$ cat src/sv/mlbf_pkg.sv
// ----------------------------------------------------------------------------
// mlbf_pkg
// Types, constants and helper functions shared by the MAC learning bridge
// forwarding block.
// ----------------------------------------------------------------------------
package mlbf_pkg;

  localparam int unsigned MAX_PORTS = 8;
  localparam int unsigned PORT_W    = 3;
  localparam int unsigned MAC_W     = 48;
  localparam int unsigned MASK_W    = 8;
  localparam int unsigned APC_W     = 4;
  localparam int unsigned DATA_W    = 32;
  localparam int unsigned PADDR_W   = 3;

  localparam logic [APC_W-1:0] ACTIVE_PORTS_RST = APC_W'(MAX_PORTS);

  // register index, taken from paddr[2]
  localparam logic REG_ACTIVE_PORTS = 1'b0;

  typedef enum logic [1:0] {
    ST_IDLE,
    ST_SCAN,
    ST_DRAIN,
    ST_COMMIT
  } state_t;

  typedef struct packed {
    logic load;
    logic scan;
    logic commit;
  } cmd_t;

  typedef struct packed {
    logic empty;
    logic last;
    logic out_busy;
  } stat_t;

  function automatic logic [MASK_W-1:0] active_mask(input logic [APC_W-1:0] n);
    logic [APC_W-1:0] c;
    logic [MASK_W:0]  m;
    c = n;
    if (c == '0) begin
      c = APC_W'(1);
    end
    if (c > APC_W'(MAX_PORTS)) begin
      c = APC_W'(MAX_PORTS);
    end
    m = ((MASK_W + 1)'(1) << c) - (MASK_W + 1)'(1);
    return m[MASK_W-1:0];
  endfunction

  function automatic logic [MASK_W-1:0] port_bit(input logic [PORT_W-1:0] p);
    return MASK_W'(1) << p;
  endfunction

endpackage

$ cat src/sv/mlbf_ctrl.sv
// ----------------------------------------------------------------------------
// mlbf_ctrl
// Sequencer for one frame header: accept, scan the table and drain the read
// pipeline (not with an empty table), commit learning and forwarding result.
// ----------------------------------------------------------------------------
module mlbf_ctrl (
  input  logic           clk,
  input  logic           rst_n,
  input  logic           in_valid,
  output logic           in_stall,
  input  mlbf_pkg::stat_t stat,
  output mlbf_pkg::cmd_t  cmd
);
  import mlbf_pkg::*;

  state_t state_r;
  state_t state_nxt;

  always_ff @(posedge clk) begin
    if (!rst_n) begin
      state_r <= ST_IDLE;
    end else begin
      state_r <= state_nxt;
    end
  end

  always_comb begin
    state_nxt = state_r;
    case (state_r)
      ST_IDLE: begin
        if (in_valid) begin
          state_nxt = stat.empty ? ST_COMMIT : ST_SCAN;
        end
      end
      ST_SCAN: begin
        if (stat.last) begin
          state_nxt = ST_DRAIN;
        end
      end
      ST_DRAIN: begin
        state_nxt = ST_COMMIT;
      end
      ST_COMMIT: begin
        if (!stat.out_busy) begin
          state_nxt = ST_IDLE;
        end
      end
      default: begin
        state_nxt = ST_IDLE;
      end
    endcase
  end

  always_comb begin
    cmd      = '0;
    in_stall = 1'b1;
    case (state_r)
      ST_IDLE: begin
        in_stall = 1'b0;
        cmd.load = in_valid;
      end
      ST_SCAN: begin
        cmd.scan = 1'b1;
      end
      ST_DRAIN: begin
        cmd = '0;
      end
      ST_COMMIT: begin
        cmd.commit = !stat.out_busy;
      end
      default: begin
        cmd = '0;
      end
    endcase
  end

endmodule

$ cat src/sv/mlbf_datapath.sv
// ----------------------------------------------------------------------------
// mlbf_datapath
// Address table memory, scan compare for source and destination, learning
// write and the registered forwarding result.
// ----------------------------------------------------------------------------
module mlbf_datapath #(
  parameter int unsigned TABLE_ENTRIES = 64
) (
  input  logic                            clk,
  input  logic                            rst_n,
  input  mlbf_pkg::cmd_t                  cmd,
  output mlbf_pkg::stat_t                 stat,
  input  logic [mlbf_pkg::MAC_W-1:0]      in_dest_mac,
  input  logic [mlbf_pkg::MAC_W-1:0]      in_src_mac,
  input  logic [mlbf_pkg::PORT_W-1:0]     in_ingress_port,
  input  logic [mlbf_pkg::MASK_W-1:0]     amask,
  output logic                            out_valid,
  input  logic                            out_stall,
  output logic [mlbf_pkg::MASK_W-1:0]     out_forward_mask,
  output logic                            out_dest_known,
  output logic                            out_src_added,
  output logic                            out_src_moved,
  output logic                            out_table_full
);
  import mlbf_pkg::*;

  localparam int unsigned AW = (TABLE_ENTRIES > 1) ? $clog2(TABLE_ENTRIES) : 1;
  localparam int unsigned CW = $clog2(TABLE_ENTRIES + 1);
  localparam logic [CW-1:0] FULL_COUNT = CW'(TABLE_ENTRIES);

  logic [MAC_W-1:0]  mac_mem  [TABLE_ENTRIES];
  logic [PORT_W-1:0] port_mem [TABLE_ENTRIES];

  logic [MAC_W-1:0]  dmac_r;
  logic [MAC_W-1:0]  smac_r;
  logic [PORT_W-1:0] iport_r;
  logic [CW-1:0]     count_r;
  logic [CW-1:0]     count_nxt;
  logic [AW-1:0]     scan_addr_r;
  logic              rd_vld_r;
  logic [AW-1:0]     rd_idx_r;
  logic [MAC_W-1:0]  rd_mac_r;
  logic [PORT_W-1:0] rd_port_r;

  logic              s_hit_r;
  logic [AW-1:0]     s_idx_r;
  logic [PORT_W-1:0] s_port_r;
  logic              d_hit_r;
  logic [PORT_W-1:0] d_port_r;

  logic              out_valid_r;
  logic [MASK_W-1:0] mask_r;
  logic              known_r;
  logic              added_r;
  logic              moved_r;
  logic              full_r;

  logic              room;
  logic              added;
  logic              moved;
  logic              full;
  logic              known;
  logic [PORT_W-1:0] dport;
  logic [MASK_W-1:0] mask;
  logic              mem_we;
  logic [AW-1:0]     mem_wa;

  // table memory: one write port, one registered read port
  always_ff @(posedge clk) begin
    if (mem_we) begin
      mac_mem[mem_wa]  <= smac_r;
      port_mem[mem_wa] <= iport_r;
    end
  end

  always_ff @(posedge clk) begin
    if (cmd.scan) begin
      rd_mac_r  <= mac_mem[scan_addr_r];
      rd_port_r <= port_mem[scan_addr_r];
      rd_idx_r  <= scan_addr_r;
    end
  end

  always_ff @(posedge clk) begin
    if (!rst_n) begin
      rd_vld_r <= 1'b0;
      count_r  <= '0;
    end else begin
      rd_vld_r <= cmd.scan;
      count_r  <= count_nxt;
    end
  end

  // hold the header, step the scan address
  always_ff @(posedge clk) begin
    if (cmd.load) begin
      dmac_r      <= in_dest_mac;
      smac_r      <= in_src_mac;
      iport_r     <= in_ingress_port;
      scan_addr_r <= '0;
    end else if (cmd.scan) begin
      scan_addr_r <= scan_addr_r + AW'(1);
    end
  end

  // compare each entry against source and destination
  always_ff @(posedge clk) begin
    if (!rst_n) begin
      s_hit_r <= 1'b0;
      d_hit_r <= 1'b0;
    end else if (cmd.load) begin
      s_hit_r <= 1'b0;
      d_hit_r <= 1'b0;
    end else if (rd_vld_r) begin
      if (!s_hit_r && (rd_mac_r == smac_r)) begin
        s_hit_r <= 1'b1;
      end
      if (!d_hit_r && (rd_mac_r == dmac_r)) begin
        d_hit_r <= 1'b1;
      end
    end
  end

  always_ff @(posedge clk) begin
    if (rd_vld_r && !s_hit_r && (rd_mac_r == smac_r)) begin
      s_idx_r  <= rd_idx_r;
      s_port_r <= rd_port_r;
    end
    if (rd_vld_r && !d_hit_r && (rd_mac_r == dmac_r)) begin
      d_port_r <= rd_port_r;
    end
  end

  // learning and forwarding decision
  always_comb begin
    room  = (count_r < FULL_COUNT);
    added = !s_hit_r && room;
    full  = !s_hit_r && !room;
    moved = s_hit_r && (s_port_r != iport_r);
    if ((dmac_r == smac_r) && (s_hit_r || added)) begin
      known = 1'b1;
      dport = iport_r;
    end else begin
      known = d_hit_r;
      dport = d_port_r;
    end
    if (!known) begin
      mask = amask & ~port_bit(iport_r);
    end else if (dport == iport_r) begin
      mask = '0;
    end else begin
      mask = port_bit(dport) & amask;
    end
    mem_we    = cmd.commit && (added || moved);
    mem_wa    = added ? count_r[AW-1:0] : s_idx_r;
    count_nxt = (cmd.commit && added) ? count_r + CW'(1) : count_r;
  end

  always_ff @(posedge clk) begin
    if (!rst_n) begin
      out_valid_r <= 1'b0;
    end else if (cmd.commit) begin
      out_valid_r <= 1'b1;
    end else if (!out_stall) begin
      out_valid_r <= 1'b0;
    end
  end

  always_ff @(posedge clk) begin
    if (cmd.commit) begin
      mask_r  <= mask;
      known_r <= known;
      added_r <= added;
      moved_r <= moved;
      full_r  <= full;
    end
  end

  assign stat.empty    = (count_r == '0);
  assign stat.last     = (CW'(scan_addr_r) == (count_r - CW'(1)));
  assign stat.out_busy = out_valid_r && out_stall;

  assign out_valid        = out_valid_r;
  assign out_forward_mask = mask_r;
  assign out_dest_known   = known_r;
  assign out_src_added    = added_r;
  assign out_src_moved    = moved_r;
  assign out_table_full   = full_r;

  a_count_bound: assert property (@(posedge clk) disable iff (!rst_n)
    count_r <= FULL_COUNT)
    else $error("entry count beyond table size");

  a_one_flag: assert property (@(posedge clk) disable iff (!rst_n)
    out_valid_r |-> ($countones({added_r, moved_r, full_r}) <= 1))
    else $error("more than one learning flag set");

  a_commit_free: assert property (@(posedge clk) disable iff (!rst_n)
    cmd.commit |-> !(out_valid_r && out_stall))
    else $error("commit over a pending transaction");

  a_commit_out: assert property (@(posedge clk) disable iff (!rst_n)
    cmd.commit |=> out_valid_r)
    else $error("commit without result");

endmodule

$ cat src/sv/mac_learning_bridge_forward.sv
// ----------------------------------------------------------------------------
// mac_learning_bridge_forward
// Ethernet MAC learning bridge: learn source, look up destination, produce
// the forwarding port mask for each frame header.
// ----------------------------------------------------------------------------
//   channel  handshake             payload
//   in       in_valid / in_stall   in_dest_mac, in_src_mac, in_ingress_port
//   out      out_valid / out_stall out_forward_mask, out_dest_known,
//                                  out_src_added, out_src_moved, out_table_full
//   config   psel/penable/pwrite   paddr, pwdata, prdata, pready
//
// A header's scan covers the N valid entries (none with an empty table):
// the table's single read port scans one entry per cycle.
// Reset empties the table through the fill count; no clearing pass.
// A held result stalls only the commit step; the next header may be accepted.
// ----------------------------------------------------------------------------
module mac_learning_bridge_forward #(
  parameter int unsigned TABLE_ENTRIES = 64
) (
  input  logic                            clk,
  input  logic                            rst_n,
  input  logic                            in_valid,
  output logic                            in_stall,
  input  logic [mlbf_pkg::MAC_W-1:0]      in_dest_mac,
  input  logic [mlbf_pkg::MAC_W-1:0]      in_src_mac,
  input  logic [mlbf_pkg::PORT_W-1:0]     in_ingress_port,
  output logic                            out_valid,
  input  logic                            out_stall,
  output logic [mlbf_pkg::MASK_W-1:0]     out_forward_mask,
  output logic                            out_dest_known,
  output logic                            out_src_added,
  output logic                            out_src_moved,
  output logic                            out_table_full,
  input  logic                            psel,
  input  logic                            penable,
  input  logic                            pwrite,
  input  logic [mlbf_pkg::PADDR_W-1:0]    paddr,
  input  logic [mlbf_pkg::DATA_W-1:0]     pwdata,
  output logic [mlbf_pkg::DATA_W-1:0]     prdata,
  output logic                            pready
);
  import mlbf_pkg::*;

  cmd_t              cmd;
  stat_t             stat;
  logic [APC_W-1:0]  active_ports_r;
  logic [MASK_W-1:0] amask;

  assign pready = 1'b1;

  always_ff @(posedge clk) begin
    if (!rst_n) begin
      active_ports_r <= ACTIVE_PORTS_RST;
    end else if (psel && penable && pwrite && (paddr[2] == REG_ACTIVE_PORTS)) begin
      active_ports_r <= pwdata[APC_W-1:0];
    end
  end

  always_comb begin
    prdata = '0;
    if (paddr[2] == REG_ACTIVE_PORTS) begin
      prdata = DATA_W'(active_ports_r);
    end
  end

  assign amask = active_mask(active_ports_r);

  mlbf_ctrl u_ctrl (
    .clk      (clk),
    .rst_n    (rst_n),
    .in_valid (in_valid),
    .in_stall (in_stall),
    .stat     (stat),
    .cmd      (cmd)
  );

  mlbf_datapath #(
    .TABLE_ENTRIES (TABLE_ENTRIES)
  ) u_datapath (
    .clk              (clk),
    .rst_n            (rst_n),
    .cmd              (cmd),
    .stat             (stat),
    .in_dest_mac      (in_dest_mac),
    .in_src_mac       (in_src_mac),
    .in_ingress_port  (in_ingress_port),
    .amask            (amask),
    .out_valid        (out_valid),
    .out_stall        (out_stall),
    .out_forward_mask (out_forward_mask),
    .out_dest_known   (out_dest_known),
    .out_src_added    (out_src_added),
    .out_src_moved    (out_src_moved),
    .out_table_full   (out_table_full)
  );

endmodule

$ cat config.mk
export PLATFORM = sky130hd
export DESIGN_NAME = mac_learning_bridge_forward
export DESIGN_NICKNAME = d
export VERILOG_FILES = /design/src/sv/mlbf_pkg.sv /design/src/sv/mlbf_ctrl.sv /design/src/sv/mlbf_datapath.sv /design/src/sv/mac_learning_bridge_forward.sv
export SDC_FILE = /design/constraint.sdc
export NUM_CORES = 2
export LEC_CHECK = 0
export BUFFER_PORTS_ARGS = -buffer_cell sky130_fd_sc_hd__buf_2
export CORE_MARGIN = 3
export CORE_UTILIZATION = 50
export CTS_CLUSTER_SIZE = 10
export DETAILED_ROUTE_END_ITERATION = 10
export PLACE_DENSITY = 0.65
export SLEW_MARGIN = 20
export SYNTH_ARGS = -nofsm -noshare
export SYNTH_HDL_FRONTEND = slang
export SYNTH_SLANG_ARGS = --single-unit
$ cat constraint.sdc
create_clock -name clk -period 12.7 [get_ports clk]
set_input_delay 0 -clock clk [delete_from_list [all_inputs] [get_ports clk]]
set_output_delay 0 -clock clk [all_outputs]
set_load 0.05 [all_outputs]
; After elaboration in Yosys (flattened, before gate mapping)
; Memory sizes are Yosys's and may differ from the RTL's. A register that Yosys moved wholly into a read port is not among the register bits.
; Cells that the tools add are included.
[word_totals]
reg_bits = 152
ram_bits = 3264
elab_cells = 99
n_memories = 2
[op_classes]
add_sub_neg = 4
n_lt_le_gt_ge = 2
n_eq_ne = 13
shifts = 3
muxes = 21
bitwise = 5
reduce_logical = 29
[mem_list]
columns = name, words, word_bits, read_ports, rd_ports_with_merged_regs, write_ports, line_no
row1 = u_datapath.mac_mem, 64, 48, 1, 1, 1, mlbf_datapath.sv:31  ; logic [MAC_W-1:0] mac_mem [TABLE_ENTRIES];
row2 = u_datapath.port_mem, 64, 3, 1, 1, 1, mlbf_datapath.sv:32  ; logic [PORT_W-1:0] port_mem [TABLE_ENTRIES];
[op_table]
columns = op, n
row1 = $eq 48x48->1, 3
row2 = $and 8x8->8, 2
row3 = $logic_and 1x1->1, 16
row4 = $mux 8, 2
row5 = $shl 1x3->8 const A, 2
row6 = $mux 4, 3
row7 = $mux 1, 9
row8 = $mux 2, 4
row9 = $not 8->8, 1
row10 = $pmux 2 s4, 1
row11 = $shl 1x4->8 const A, 1
row12 = $sub 8x2->8 const B, 1
row13 = $add 7x1->7 const B, 1
row14 = $eq 6x7->1, 1
row15 = $logic_not 7->1, 1
row16 = $lt 7x7->1 const B, 1
row17 = $sub 7x1->7 const B, 1
row18 = $add 6x1->6 const B, 1
row19 = $mux 6, 1
row20 = $ne 2x2->1 const B, 3
row21 = $eq 2x2->1 const B, 2
row22 = $gt 4x4->1 const B, 1
row23 = $logic_not 1->1, 4
row24 = $logic_not 4->1, 1
row25 = 11 further kinds, 14

; Depth between registers and ports, before layout
[depth]
depth_word = 9
ltp_mapped = 8
ltp_nobuf = 7

; By module
; A second synthesis with hierarchy kept.
[hier_totals]
hier_cells = 5853
area_unflattened_um2 = 132293.1
[by_module_without_submodules]
columns = module, n_inst, cells_each, area_each_um2, seq_area_each_um2
row1 = mlbf_datapath, 1, 5767, 131587.5, 103759.5
row2 = mac_learning_bridge_forward, 1, 64, 509.2, 80.1
row3 = mlbf_ctrl, 1, 22, 196.4, 40.0

; Worst setup path before layout
; OpenSTA, ideal clock, no wires.
[synth_path]
kind = flip-flop to flip-flop
startpoint = register u_ctrl.state_r[0]
endpoint = memory u_datapath.mac_mem[0][0], enable pin
setup_ps = 460
t_arrival_ps = 4370
required_ps = 12240
slack_ps = 7870
stages_incl_launch_ff = 7
n_path_buf = 1
synth_period_minus_slack_ps = 4830
cell_sequence = dfxtp_1 -> ha_1 -> a21boi_0 -> o21a_1 -> nand2b_1 -> clkbuf_1 -> nor2_1
[synth_lines]
columns = element, line_no
row1 = "start, declared", mlbf_ctrl.sv:16  ; state_t state_r;
row2 = "start signal, assigned", mlbf_ctrl.sv:23  ; state_r <= state_nxt;
row3 = "end, declared", mlbf_datapath.sv:31

==> run metrics <==
outcome finished clean; ys flop type edfxtp_1; ANT nets after route 0; CP Launch Type flip-flop; initial antenna violation count 13; fin crit share 0.413; row count 187; Post-Synth Simple-Gate Area 0.0122; Hold Path Class input pin to flip-flop; cell area power density 187 nW/um2; area grow syn2layout 14.1%; via count 66.9k; DPL Wire Length 197000 um; largest family of logic cells by synthesized area multiplexers; # clock sinks 3467; max cap viols 0; most frequent cells in the layout 3444 x edfxtp_1, 816 x mux4_2, 408 x a22oi_1; CORE AREA 261000 um2; die area 269000 um2; CP endpoint kind flip-flop; Mapped Avg Cell Area 22.7 um2; CTS resizes 0; WS Path Type flip-flop to flip-flop; H-tree depth 5; Post-Synth XOR/XNOR Area 0.0101; worst slew pin tran 1.21 ns; Post-Route WL 380000 um; reg2reg setup slack 7.45 ns; critical-path maximum fanout 100; PortBufs 128; synthesized flop and latch total 3467; CTS tree built; Fmax achieved 191 MHz; most common cell after layout, fill and taps aside edfxtp_1; met2 global-route usage 0.438; Data arrival, critical path 5.88 ns; # IOs 188; Post-synth EDFFs 3444; Worst Path Required 13.33 ns; met1 Use GR 0.381; Post-Synth Adder-Cell Area 0.000951; YS warnings 0; Initial DRC Count 10.3k; Final #Nets 6587; die width 519 um; share of cells above drive strength 1 0.254; die height 519 um; Mapped Area 132000 um2; post-CTS setup buffer count 0; Synth Area in Compound Gates 0.0345; gr busiest metal met2; GR Overflow Total 0; first-pass GRT wire length 527000 um; worst hold margin 0.149 ns; CTS Buf Count 399; Hold Fails Final Rpt 0; IR drop worst, VDD 0.180 mV; pre-CTS WS 7.32 ns; M3 GR Usage 0.0649; residual DRC count 0; GRT Util Overall 0.282; clk_lat worst skew 0.97 ns; proportion of synthesized area in mux cells 0.140; root buf cell clkbuf_16; vias in the first global route 67.3k; Period minus WS final 5.25 ns; Rel. slew slack 0.195; detailed-route vias per instance 6.69; Core Util, Final 0.576; final setup margin 7.45 ns; Clock transition at path regs 0.06 ns; Initial Util 0.505; Post-Route Setup TNS 0 ns; DR pass1 iterations 8; maximum root-to-sink buffer count 4; Slew Limit Fails 0; Post-synth ARST share 0; Setup Skew 0.0547 ns; Routed wire per std cell 38.0 um; register area share after synthesis 0.789; Fill cells 18.6k; largest net degree at the start of global routing 115; Mapped Cells 5797; RSZ-0062 raised after global routing no; Leak Pwr 0.0462 uW; setup violators final 0; gp weighted congestion 0.875; post-synthesis cell type count 53
==> cells in the mapped netlist, drive strengths merged, types with 2 or more instances <==
cell type  count  share of area
a2111oi        3        0.00020
a211oi         5        0.00029
a21oi        217         0.0083
a221o          2        0.00015
a221oi         4        0.00027
a222oi         2        0.00015
a22oi        408          0.023
a311oi         3        0.00020
a31oi          5        0.00024
and2           4        0.00019
buf          152         0.0065
clkbuf       194         0.0055
conb           2       0.000057
dfxtp         23         0.0035
edfxtp      3444           0.79
ha            10        0.00095
inv           22        0.00063
mux2i          6        0.00046
mux4         816           0.14
nand2         38         0.0011
nand2b         6        0.00029
nand3         14        0.00053
nand3b         9        0.00051
nand4         10        0.00048
nor2          95         0.0027
nor2b         20        0.00095
nor3           9        0.00034
nor4          34         0.0017
nor4b          2        0.00018
o211a          2        0.00015
o21a           5        0.00029
o21ai          7        0.00027
o22ai          2       0.000095
o2bb2ai        2        0.00013
o31ai          3        0.00017
or2            2       0.000095
or3            3        0.00014
or4           52         0.0030
xnor2         18         0.0012
xor2         134         0.0089
==> worst max-delay path: stages (launching register included) <==
cell and delay [ns]:
dfxtp_4 0.93, buf_12 0.66, buf_4 0.58, buf_4 0.74
mux4_2 0.60, a22oi_1 0.27, a21oi_1 0.12, or4_1 0.75
==> final cells by class <==
type                    instances  area, um2  area share
flip-flops and latches       3467     104000       0.692
multi-input cells            1989      26700       0.178
clock buffers                 453      10300      0.0687
repair buffers                556       4560      0.0304
well taps                    3496       4370      0.0291
clock inverters                13        144    0.000959
inverters                      23       91.3    0.000609
diodes                          3       7.51   0.0000500
==> worst paths after layout <==
path                              from                 endpoint  cells past startpoint
max          u_datapath.scan_addr_r[0]  u_datapath.rd_mac_r[10]                      7
min                              rst_n    u_datapath.count_r[6]                      3
max reg2reg  u_datapath.scan_addr_r[0]  u_datapath.rd_mac_r[10]                      7
min reg2reg     u_datapath.rd_idx_r[3]    u_datapath.s_idx_r[3]                      0
==> timing repair <==
item,CTS,global route
setup endpoints to repair,0,0
hold buffers,218,0
hold endpoints to repair,128,0
==> routing by layer <==
metal	vias up	wire (um)	share of wire
met5	-	26	0.000068
met4	4	21200	0.056
met3	895	42500	0.11
met2	4484	179000	0.47
met1	35700	137000	0.36
li1	25800	-	-
==> flip-flops by register name (all words and copies together) (netlist names), 2 cells and up <==
| register | cells |
|---|---|
| u_datapath.d_port_r | 3 |
| u_datapath.mac_mem | 3072 |
| u_datapath.rd_port_r | 3 |
| u_datapath.s_port_r | 3 |
| u_datapath.iport_r | 3 |
| u_datapath.scan_addr_r | 6 |
| u_datapath.out_forward_mask | 8 |
| u_datapath.s_idx_r | 6 |
| u_datapath.dmac_r | 48 |
| u_datapath.rd_mac_r | 48 |
| u_datapath.rd_idx_r | 6 |
| u_datapath.port_mem | 192 |
| u_ctrl.state_r | 2 |
| u_datapath.smac_r | 48 |
| active_ports_r | 4 |
| u_datapath.count_r | 7 |
==> metrics by stage <==
stage,total power (uW),instances,instance area [um2]
after floorplan,17000,5825,132000
after global placement,18400,9313,137000
after detailed placement,18500,9313,137000
after CTS,28200,9997,150000
after global routing,28900,9998,150000
final,28100,10000,150000
==> cells by family (layout without fill, tap and decap cells) <==
group	Yosys count	after routing
flops	3467	3467
mux	822	822
compound gates	675	675
buf+inv	369	1045
simple gates	300	300
xor+xnor	152	152
fa+ha+maj	10	10
other cells	2	33
==> where the power goes <==
part / internal, uW / total (uW) / switching (uW)
clock network: 5660 / 9770 / 4110
logic: 1920 / 4590 / 2670
registers: 13400 / 13700 / 319
total: 21000 / 28100 / 7090
No activity file was read; power rests on OpenSTA's default activity.
